### src/tlbl_pkg.sv
// Translation buffer package: request kind codes, fixed field widths, the
// cell row control struct and the broadcast write strobe. No dependencies.
package tlbl_pkg;

    localparam int KIND_W      = 2;
    localparam int STAMP_W     = 32;
    localparam int OUT_FRAME_W = 20;
    localparam int SLOT_W      = 4;

    typedef logic [KIND_W-1:0] t_kind;

    localparam t_kind KIND_LOOKUP = 2'd0;
    localparam t_kind KIND_INSERT = 2'd1;
    localparam t_kind KIND_CLEAR  = 2'd2;

    // control part of the wavefront that travels from cell to cell
    typedef struct packed {
        logic live;
        logic found;
        logic min_valid;
    } t_ctl;

    // write strobe broadcast to all cells
    typedef struct packed {
        logic en;
        logic fill;
    } t_wr;

endpackage

### src/tlbl_cell.sv
// One translation buffer entry with its compare and oldest-stamp stage.
// Depends on tlbl_pkg; instantiated in a row by tlb_lru_lookup_insert_top.
module tlbl_cell import tlbl_pkg::*; #(
    parameter int CELL_IDX   = 0,
    parameter int IDX_W      = 4,
    parameter int CNT_W      = 5,
    parameter int PAGE_BITS  = 20,
    parameter int FRAME_BITS = 20
) (
    input  logic                  i_clk,
    input  logic                  i_rst_n,
    input  t_kind                 i_kind,
    input  logic [PAGE_BITS-1:0]  i_page,
    input  logic [FRAME_BITS-1:0] i_frame,
    input  logic [STAMP_W-1:0]    i_stamp,
    input  logic [CNT_W-1:0]      i_fill,
    input  t_wr                   i_wr,
    input  logic [IDX_W-1:0]      i_wr_idx,
    input  t_ctl                  i_ctl,
    input  logic [IDX_W-1:0]      i_hit_idx,
    input  logic [FRAME_BITS-1:0] i_hit_frame,
    input  logic [STAMP_W-1:0]    i_min_stamp,
    input  logic [IDX_W-1:0]      i_min_idx,
    output t_ctl                  o_ctl,
    output logic [IDX_W-1:0]      o_hit_idx,
    output logic [FRAME_BITS-1:0] o_hit_frame,
    output logic [STAMP_W-1:0]    o_min_stamp,
    output logic [IDX_W-1:0]      o_min_idx
);

    localparam logic [IDX_W-1:0] MY_IDX = IDX_W'(CELL_IDX);
    localparam logic [CNT_W-1:0] MY_CNT = CNT_W'(CELL_IDX);

    logic [PAGE_BITS-1:0]  r_page;
    logic [FRAME_BITS-1:0] r_frame;
    logic [STAMP_W-1:0]    r_stamp;
    t_ctl                  r_ctl;
    logic [IDX_W-1:0]      r_hit_idx;
    logic [FRAME_BITS-1:0] r_hit_frame;
    logic [STAMP_W-1:0]    r_min_stamp;
    logic [IDX_W-1:0]      r_min_idx;

    logic w_valid;
    logic w_match;
    logic w_older;

    assign w_valid = MY_CNT < i_fill;
    assign w_match = (i_kind == KIND_LOOKUP) && w_valid && !i_ctl.found && (r_page == i_page);
    assign w_older = w_valid && (!i_ctl.min_valid || (r_stamp < i_min_stamp));

    always_ff @(posedge i_clk) begin
        if (i_wr.en && (i_wr_idx == MY_IDX)) begin
            r_stamp <= i_stamp;
            if (i_wr.fill) begin
                r_page  <= i_page;
                r_frame <= i_frame;
            end
        end
    end

    always_ff @(posedge i_clk) begin
        if (!i_rst_n) begin
            r_ctl <= '0;
        end else begin
            r_ctl.live      <= i_ctl.live;
            r_ctl.found     <= i_ctl.found | w_match;
            r_ctl.min_valid <= i_ctl.min_valid | w_older;
        end
    end

    always_ff @(posedge i_clk) begin
        r_hit_idx   <= w_match ? MY_IDX : i_hit_idx;
        r_hit_frame <= w_match ? r_frame : i_hit_frame;
        r_min_stamp <= w_older ? r_stamp : i_min_stamp;
        r_min_idx   <= w_older ? MY_IDX : i_min_idx;
    end

    assign o_ctl       = r_ctl;
    assign o_hit_idx   = r_hit_idx;
    assign o_hit_frame = r_hit_frame;
    assign o_min_stamp = r_min_stamp;
    assign o_min_idx   = r_min_idx;

endmodule
### config.mk
export PLATFORM = sky130hd
export DESIGN_NAME = tlbl_cell
export DESIGN_NICKNAME = d
export VERILOG_FILES = /design/src/tlbl_pkg.sv /design/src/tlbl_cell.sv
export SDC_FILE = /design/constraint.sdc
export NUM_CORES = 1
export LEC_CHECK = 0
export BUFFER_PORTS_ARGS = -buffer_cell sky130_fd_sc_hd__buf_2
export CORE_AREA = 2 2 105 107
export DETAILED_ROUTE_END_ITERATION = 10
export DIE_AREA = 0 0 107 109
export PLACE_DENSITY = 0.83
export SETUP_SLACK_MARGIN = 0.2
export SYNTH_ARGS = -nofsm -noshare
export SYNTH_HDL_FRONTEND = slang
export SYNTH_SLANG_ARGS = --single-unit
### constraint.sdc
create_clock -name i_clk -period 5.4 [get_ports i_clk]
set_input_delay 1.08 -clock i_clk [delete_from_list [all_inputs] [get_ports i_clk]]
set_output_delay 1.08 -clock i_clk [all_outputs]
set_load 0.02 [all_outputs]
==> results of run 1 <==
## power breakdown
group,switching (mW),internal (mW)
Combinational,0.112,0.109
Clock,0.428,0.766
Sequential,0.0103,1.12
Total,0.551,1.99
## flip-flops by register name, indices dropped and copies added, names as in the netlist
name         flops
o_ctl            3
r_frame         20
r_stamp         32
r_page          20
o_min_idx        4
o_min_stamp     32
o_hit_idx        4
o_hit_frame     20
## worst paths after layout
path              cells after the start  slack, ns        endpoint
setup reg to reg                      8       2.42  o_min_stamp[0]
hold reg to reg                       1       0.46  o_hit_frame[9]
setup / recovery                     10       2.14  o_min_stamp[0]
hold / removal                        1       0.46  o_hit_frame[9]
## per-layer routing
metal	share of wire (%)	vias to the layer above	track usage [%]
li1	-	1717	-
met1	38	1665	20.1
met2	52	147	34.8
met3	9.0	6	7.89
met4	0.65	0	5.84
met5	0	-	0
## worst max-delay path, stage by stage
cell and delay (ns):
buf_2 0.09, inv_1 0.04, ha_1 0.32, nand4_1 0.21
nor4_2 0.09, a2111oi_4 0.41, a31oi_4 0.13, a21oi_4 0.37
buf_4 0.50, mux2_2 0.39
## layout make-up
type / instances / area, sq um
sequential: 135 / 3420
fill: 771 / 3420
tap: 140 / 175
timing repair buffer: 214 / 1080
inverter: 33 / 124
multi-input combinational: 175 / 1760
clock buffer: 18 / 428
clock inverter: 14 / 195
## through the flow
step	cell area [sq um]	util [%]	setup slack [ns]
floorplan	5350	-	2.38
global placement	6560	61.9	1.71
detailed placement	6560	61.9	1.65
CTS	7180	67.7	2.18
global route	7180	67.7	2.03
finish	7180	67.7	2.14
## kinds of logic after synthesis
family | synth area share, %
xor+xnor | 3.27
mux | 13.1
flops | 64.0
fa+ha+maj | 7.25
simple gates | 5.24
buf+inv | 3.18
compound gates | 4.00
## cell usage after synthesis, drive strengths merged (2+ instances only)
cell type	instances
edfxtp	72
dfxtp	63
mux2	52
inv	33
ha	31
xor2	12
a21oi	10
xnor2	8
nand2	7
nand4	7
o21ai	7
and2	6
nor4	6
buf	5
nor2	4
nor2b	4
a21boi	3
nand3	3
a221oi	2
a31oi	2
and4	2
or4	2
==> run metrics, run 1 <==
max_slew headroom=40.0%; YS warnings=0; GP Congestion=0.761; Max Slew Vio Count=0; FP Rows=38; Clock Skew=0.00723 ns; CTS tree=yes; DR DRC count=0; global-route wire length before repair=16.8 mm; buffers added on ports=212; critical path launch point=i_min_stamp[13]; largest cells by area after synthesis=edfxtp_1 (40%), dfxtp_1 (24%), mux2_4 (8.7%); Avg Inst Size Synth=15.4 sq um; GR Overflow Total=0; height of the die=109 um; syn_nets=529; final setup vio count=0; Max-Cap Viols=0; via count=3,535; commonest non-fill, non-tap cell in the layout=buf_2; Worst-Margin Slew=0.899 ns; Setup CP Type=in2reg; Fin Hold WS=0.456 ns; register area share after synthesis=64.0%; Cell Pwr Density=354 nW/um^2; DRT iter0 DRCs=111; hold_sp=r_frame[9]; Post-CTS Hold Fix Bufs=0; Max Fclk=0.307 GHz; worst vdd ir=227 uV; min Tclk post-route=3.26 ns; layout cells sized above 1=50.3%; Cell variety after synth=40; P&R area growth vs syn=34.2%; Worst Path Required=5.79 ns; dpl hpwl=8.57 mm; most frequent cells in the layout=buf_2 (212), edfxtp_1 (72), dfxtp_1 (63); Post-Place Cells=697; area of the core=10,600 sq um; total design power=2.54 mW; Post-synth EDFFs=72; final net count=757; synthesized area=5350 sq um; Post-CTS Setup Inserts=0; CTS sink cnt=135; clk_lat worst skew=0.50 ns; CTS buffer count=17; HP Class=reg2reg; Synth async-reset ratio=0%; largest net degree at the start of global routing=41; leakage power=3.32 nW; Post-Synthesis Cells=348; antenna diode count=0; vias in the first global route=3,671; htree depth=4; Reg clk slew, reported paths=0.06 ns; WP data arrival=3.65 ns; Setup TNS=0 ns; initial antenna violation count=0; Root Buffer=clkbuf_8; Bufs on Longest Clock Path=2; status=finished, final reports clean; Seq cells post-synth=135; largest area contributor in the netlist=edfxtp_1; final period utilization=60.3%; r2r startpoint=r_stamp[14]; Worst Setup Start Kind=primary input; Finished Layout Cells=729; post-route ant nets=0; routed len/inst=15.2 um; top_reg_cell synth=edfxtp_1; Critical Path Fanout Max=28; unrepaired setup endpoints after global routing=false; DRT Pass-1 Iters=6; Fin. Hold Viols=0; Die W=107 um; final wirelength=11.1 mm; Top Ports=213; Die ar.=11,700 sq um; top cell type's share of synthesized area=40.4%; crit end category=flip-flop; Total GRT Usage=19.1%; post-CTS resize count=0; Vias per Instance=4.85; Initial Util=50.5%
Note: power is estimated with default switching activity, not from simulation.
==> inputs of run 2 (changes only) <==
--- a/config.mk
+++ b/config.mk
@@ -6,10 +6,10 @@
 export NUM_CORES = 1
 export LEC_CHECK = 0
 export BUFFER_PORTS_ARGS = -buffer_cell sky130_fd_sc_hd__buf_2
-export CORE_AREA = 2 2 105 107
+export CORE_AREA = 2 2 114 116
 export DETAILED_ROUTE_END_ITERATION = 10
-export DIE_AREA = 0 0 107 109
-export PLACE_DENSITY = 0.83
+export DIE_AREA = 0 0 116 118
+export PLACE_DENSITY = 0.75
 export SETUP_SLACK_MARGIN = 0.2
 export SYNTH_ARGS = -nofsm -noshare
 export SYNTH_HDL_FRONTEND = slang
==> constraint.sdc (replaced) <==
create_clock -name i_clk -period 2.7 [get_ports i_clk]
set_input_delay 0.54 -clock i_clk [delete_from_list [all_inputs] [get_ports i_clk]]
set_output_delay 0.54 -clock i_clk [all_outputs]
set_load 0.02 [all_outputs]
==> run 2 against run 1 <==
  * Non-clock buffer count is 6 higher
  * Clock power increased by 90%
  * Via count increased by 0.79%
  * Critical path type is now reg2reg
==> run metrics, run 2 (synthesis gave the netlist of run 1 again) <==
Post-CTS Hold Fix Bufs=0; Worst-Margin Slew=0.571 ns; crit end category=flip-flop; Max Slew Vio Count=0; vias in the first global route=3,711; Top Ports=213; Max-Cap Viols=0; GR Layer Usage met1=19.0%; worst r2r dst=o_min_stamp[10]; Fin. Hold Viols=0; buffers added on ports=212; WHS Path Cells=1; Worst Path Required=3.00 ns; dpl hpwl=8.73 mm; final wirelength=11.5 mm; FP Rows=41; CTS buffer count=17; layout cells sized above 1=51.4%; clk_lat worst skew=0.42 ns; initial antenna violation count=4; Critical Path Fanout Max=13; worst vdd ir=357 uV; final period utilization=88.7%; largest net degree at the start of global routing=41; hold_sp=i_stamp[31]; Worst Setup Start Kind=flip-flop; Die W=116 um; Post-CTS Setup Inserts=0; CTS tree=yes; Finished Layout Cells=771; min Tclk post-route=2.40 ns; area of the core=12,400 sq um; P&R area growth vs syn=37.2%; Cell Pwr Density=678 nW/um^2; WHS Endpoint=r_stamp[31]; Reg clk slew, reported paths=0.06 ns; commonest non-fill, non-tap cell in the layout=buf_2; via count=3,563; Setup CP Type=reg2reg; Root Buffer=clkbuf_16; r2r startpoint=r_stamp[10]; met3 GRT Util=7.98%; Clock Skew=0.00714 ns; Vias per Instance=4.62; CTS sink cnt=135; Setup TNS=0 ns; max_slew headroom=61.6%; height of the die=118 um; leakage power=3.38 nW; Total GRT Usage=17.4%; HP Class=in2reg; flop2flop setup slack=0.30 ns; GR Overflow Total=0; met2 usage=27.8%; Post-Place Cells=734; # fillers=992; WP data arrival=2.70 ns; global-route wire length before repair=17.8 mm; htree depth=4; DRT iter0 DRCs=171; status=finished, final reports clean; most frequent cells in the layout=buf_2 (212), edfxtp_1 (72), dfxtp_1 (63); Initial Util=43.1%; final setup vio count=0; R2R cell count=8; DRT Pass-1 Iters=4; busiest grt layer=met2; DR DRC count=0; total design power=4.98 mW; Die ar.=13,700 sq um; Max Fclk=0.417 GHz; Bufs on Longest Clock Path=2; routed len/inst=14.9 um; GP Congestion=0.770; unrepaired setup endpoints after global routing=false; post-route ant nets=0; final net count=763
run 2: how the worst max path moves through the flow:
stage,start,endpoint,slack (ns),cells after the start
6_report,r_stamp[10],o_min_stamp[10],0.30,8
5_1_grt,r_stamp[31],o_min_stamp[10],0.17,9
4_1_cts,r_stamp[17],o_min_stamp[0],0.27,8
3_5_place_dp,i_min_stamp[26],o_min_stamp[26],-0.12,10
3_3_place_gp,i_min_stamp[26],o_min_stamp[30],-0.09,11
2_1_floorplan,i_min_stamp[3],o_min_stamp[10],0.22,9
run 2: where the power goes:
part           leakage, nW  internal, mW  switching [mW]  total (mW)
combinational         1.91         0.230           0.229       0.459
sequential            1.18          2.23          0.0196        2.25
clock                0.287          1.43           0.835        2.26
run 2: stage by stage:
step / cell area (sq um) / util [%] / hold slack [ns] / setup WS [ns]
finish: 7340 / 59.2 / 0.294 / 0.305
global route: 7340 / 59.1 / 0.274 / 0.168
CTS: 7290 / 58.7 / 0.266 / 0.272
detailed placement: 6690 / 53.9 / 0.439 / -0.117
global placement: 6690 / 53.9 / 0.432 / -0.0888
floorplan: 5350 / - / 0.425 / 0.218
run 2: routing by layer:
layer	vias up	routed length [um]
met5	-	0
met4	0	362
met3	30	1360
met2	173	5390
met1	1617	4370
li1	1743	-
run 2: layout make-up:
class	count	area (sq um)	share of cell area, %
Tap cell	172	215	2.93
Inverter	33	124	1.69
Multi-Input combinational cell	175	1790	24.3
Antenna cell	4	10.0	0.136
Sequential cell	135	3420	46.6
Clock inverter	12	125	1.70
Timing Repair Buffer	220	1190	16.2
Clock buffer	20	468	6.37
run 2: timing repair:
item                       4_1_cts  5_1_grt
cloned                           0        1
setup endpoints to repair       32       29
resized for setup                2        4
hold endpoints to repair         0        0
run 2: critical path: stages (launching register included):
cell and delay [ns]:
edfxtp_1 0.41, ha_1 0.33, nand4_1 0.15, nor4_2 0.08, a2111oi_4 0.40, a31oi_4 0.13, a21oi_4 0.22, clkbuf_16 0.24
mux2_4 0.31
==> inputs of run 3 (changes only) <==
--- a/config.mk
+++ b/config.mk
@@ -5,7 +5,7 @@
 export SDC_FILE = /design/constraint.sdc
 export NUM_CORES = 1
 export LEC_CHECK = 0
-export BUFFER_PORTS_ARGS = -buffer_cell sky130_fd_sc_hd__buf_2
+export BUFFER_PORTS_ARGS = -buffer_cell sky130_fd_sc_hd__buf_4
 export CORE_AREA = 2 2 114 116
 export DETAILED_ROUTE_END_ITERATION = 10
 export DIE_AREA = 0 0 116 118
==> run 3 against run 2 <==
  * Count of clock-buffer cells in the layout up 1
  * Sequential share of layout area down 2.6 points
  * Final cell count down 0.52%
  * Register-to-register slack about the same
  * Die area unchanged
  * Clock power down 9.7%
  * Setup slack worse by 0.0073 ns
  * Sequential cell count unchanged
  * Critical endpoint is now o_min_stamp[30]
  * Largest power group is now sequential cells
==> run metrics, run 3 (synthesis gave the netlist of run 1 again) <==
status=finished, final reports clean; min Tclk post-route=2.40 ns; post-route ant nets=0; leakage power=3.52 nW; height of the die=118 um; crit end category=flip-flop; Initial Util=43.1%; Critical Path Fanout Max=10; FP Rows=41; DP Area=7220 sq um; Clock Skew=0.00855 ns; final wirelength=12.0 mm; antenna diode count=0; Bufs on Longest Clock Path=2; commonest non-fill, non-tap cell in the layout=buf_4; pre-CTS WS=-0.122 ns; Worst Path Required=2.99 ns; global-route wire length before repair=18.1 mm; clk_lat worst skew=0.41 ns; routed len/inst=15.6 um; Fin. Hold Viols=0; layout cells sized above 1=50.6%; DRT iter0 DRCs=180; Worst-Margin Slew=0.586 ns; DR DRC count=0; Finished Cell Area=7770 sq um; area of the multi-input gates=1770 sq um; Max Fclk=0.416 GHz; final net count=763; Top Ports=213; GR Overflow Total=0; final setup vio count=0; buffers added on ports=212; Die W=116 um; vias in the first global route=3,647; Seq. cell area=3420 sq um; DRT Pass-1 Iters=6; Die ar.=13,700 sq um; unrepaired setup endpoints after global routing=true; Vias per Instance=4.64; total design power=4.84 mW; Reg clk slew, reported paths=0.06 ns; P&R area growth vs syn=45.3%; GP Congestion=0.765; Root Buffer=clkbuf_16; met3 wire len=1.23 mm; Post-Place Cells=734; Total GRT Usage=17.8%; # fillers=970; worst vdd ir=393 uV; initial antenna violation count=0; Finished Layout Cells=767; htree depth=4; area of the core=12,400 sq um; CTS sink cnt=135; Top Layer Used=met4; Worst Setup Start Kind=flip-flop; most frequent cells in the layout=buf_4 (215), edfxtp_1 (72), dfxtp_1 (63); Cell Pwr Density=623 nW/um^2; max_slew headroom=60.6%; WL met1=4.62 mm; CTS tree=yes; Max Slew Vio Count=0; Setup CP Type=reg2reg; Setup WS post-layout=0.297 ns; WP data arrival=2.69 ns; HP Class=in2reg; final period utilization=89.0%; via count=3,556; CTS buffer count=17; dpl hpwl=9.15 mm; Max-Cap Viols=0; met2 WL=5.85 mm; largest net degree at the start of global routing=41
## run 3: timing repair
item | 4_1_cts | 5_1_grt
gates cloned | 0 | 1
buffers inserted | 0 | 0
endpoints found under the setup margin | 32 | 6
gates resized for setup | 2 | 0
hold buffers | 0 | 0
## run 3: cell type report
class,instances,share of cell area [%]
clock buffers,21,5.66
clock inverters,11,1.09
inverters,33,1.59
multi-input cells,175,22.7
flip-flops and latches,135,44.0
well taps,172,2.77
repair buffers,220,22.1
## run 3: through the flow
step / hold slack (ns) / TNS [ns] / util [%]
4_1_cts: 0.281 / 0 / 62.4
2_1_floorplan: 0.425 / 0 / -
5_1_grt: 0.283 / 0 / 62.6
3_3_place_gp: 0.430 / -2.28 / 58.1
6_report: 0.305 / 0 / 62.6
3_5_place_dp: 0.442 / -3.41 / 58.1
## run 3: worst max-delay path, stage by stage, from the launching register on
cell and delay, ns:
edfxtp_1 0.40, ha_1 0.32, nand4_1 0.16, nor4_2 0.08, a2111oi_4 0.40, a31oi_4 0.14
a21oi_4 0.22, buf_4 0.25, mux2_4 0.31
## run 3: final timing paths
kind | startpoint | end | slack (ns) | cells after the start
max reg2reg | r_stamp[13] | o_min_stamp[30] | 0.30 | 8
max | r_stamp[13] | o_min_stamp[30] | 0.30 | 8
min reg2reg | r_frame[5] | o_hit_frame[5] | 0.45 | 1
min | i_stamp[16] | r_stamp[16] | 0.30 | 1
## run 3: per-layer routing
metal / GRT usage [%] / vias to the layer above
met5: 0 / -
met4: 7.96 / 0
met3: 7.57 / 20
met2: 29.3 / 175
met1: 19.7 / 1626
li1: - / 1735
## run 3: power breakdown
| group | internal, mW | total (mW) | switching, mW | leakage, nW |
|---|---|---|---|---|
| Sequential | 2.23 | 2.26 | 0.0224 | 1.18 |
| Clock | 1.25 | 2.04 | 0.792 | 0.260 |
| Combinational | 0.317 | 0.546 | 0.228 | 2.08 |
| Total | 3.80 | 4.84 | 1.04 | 3.52 |
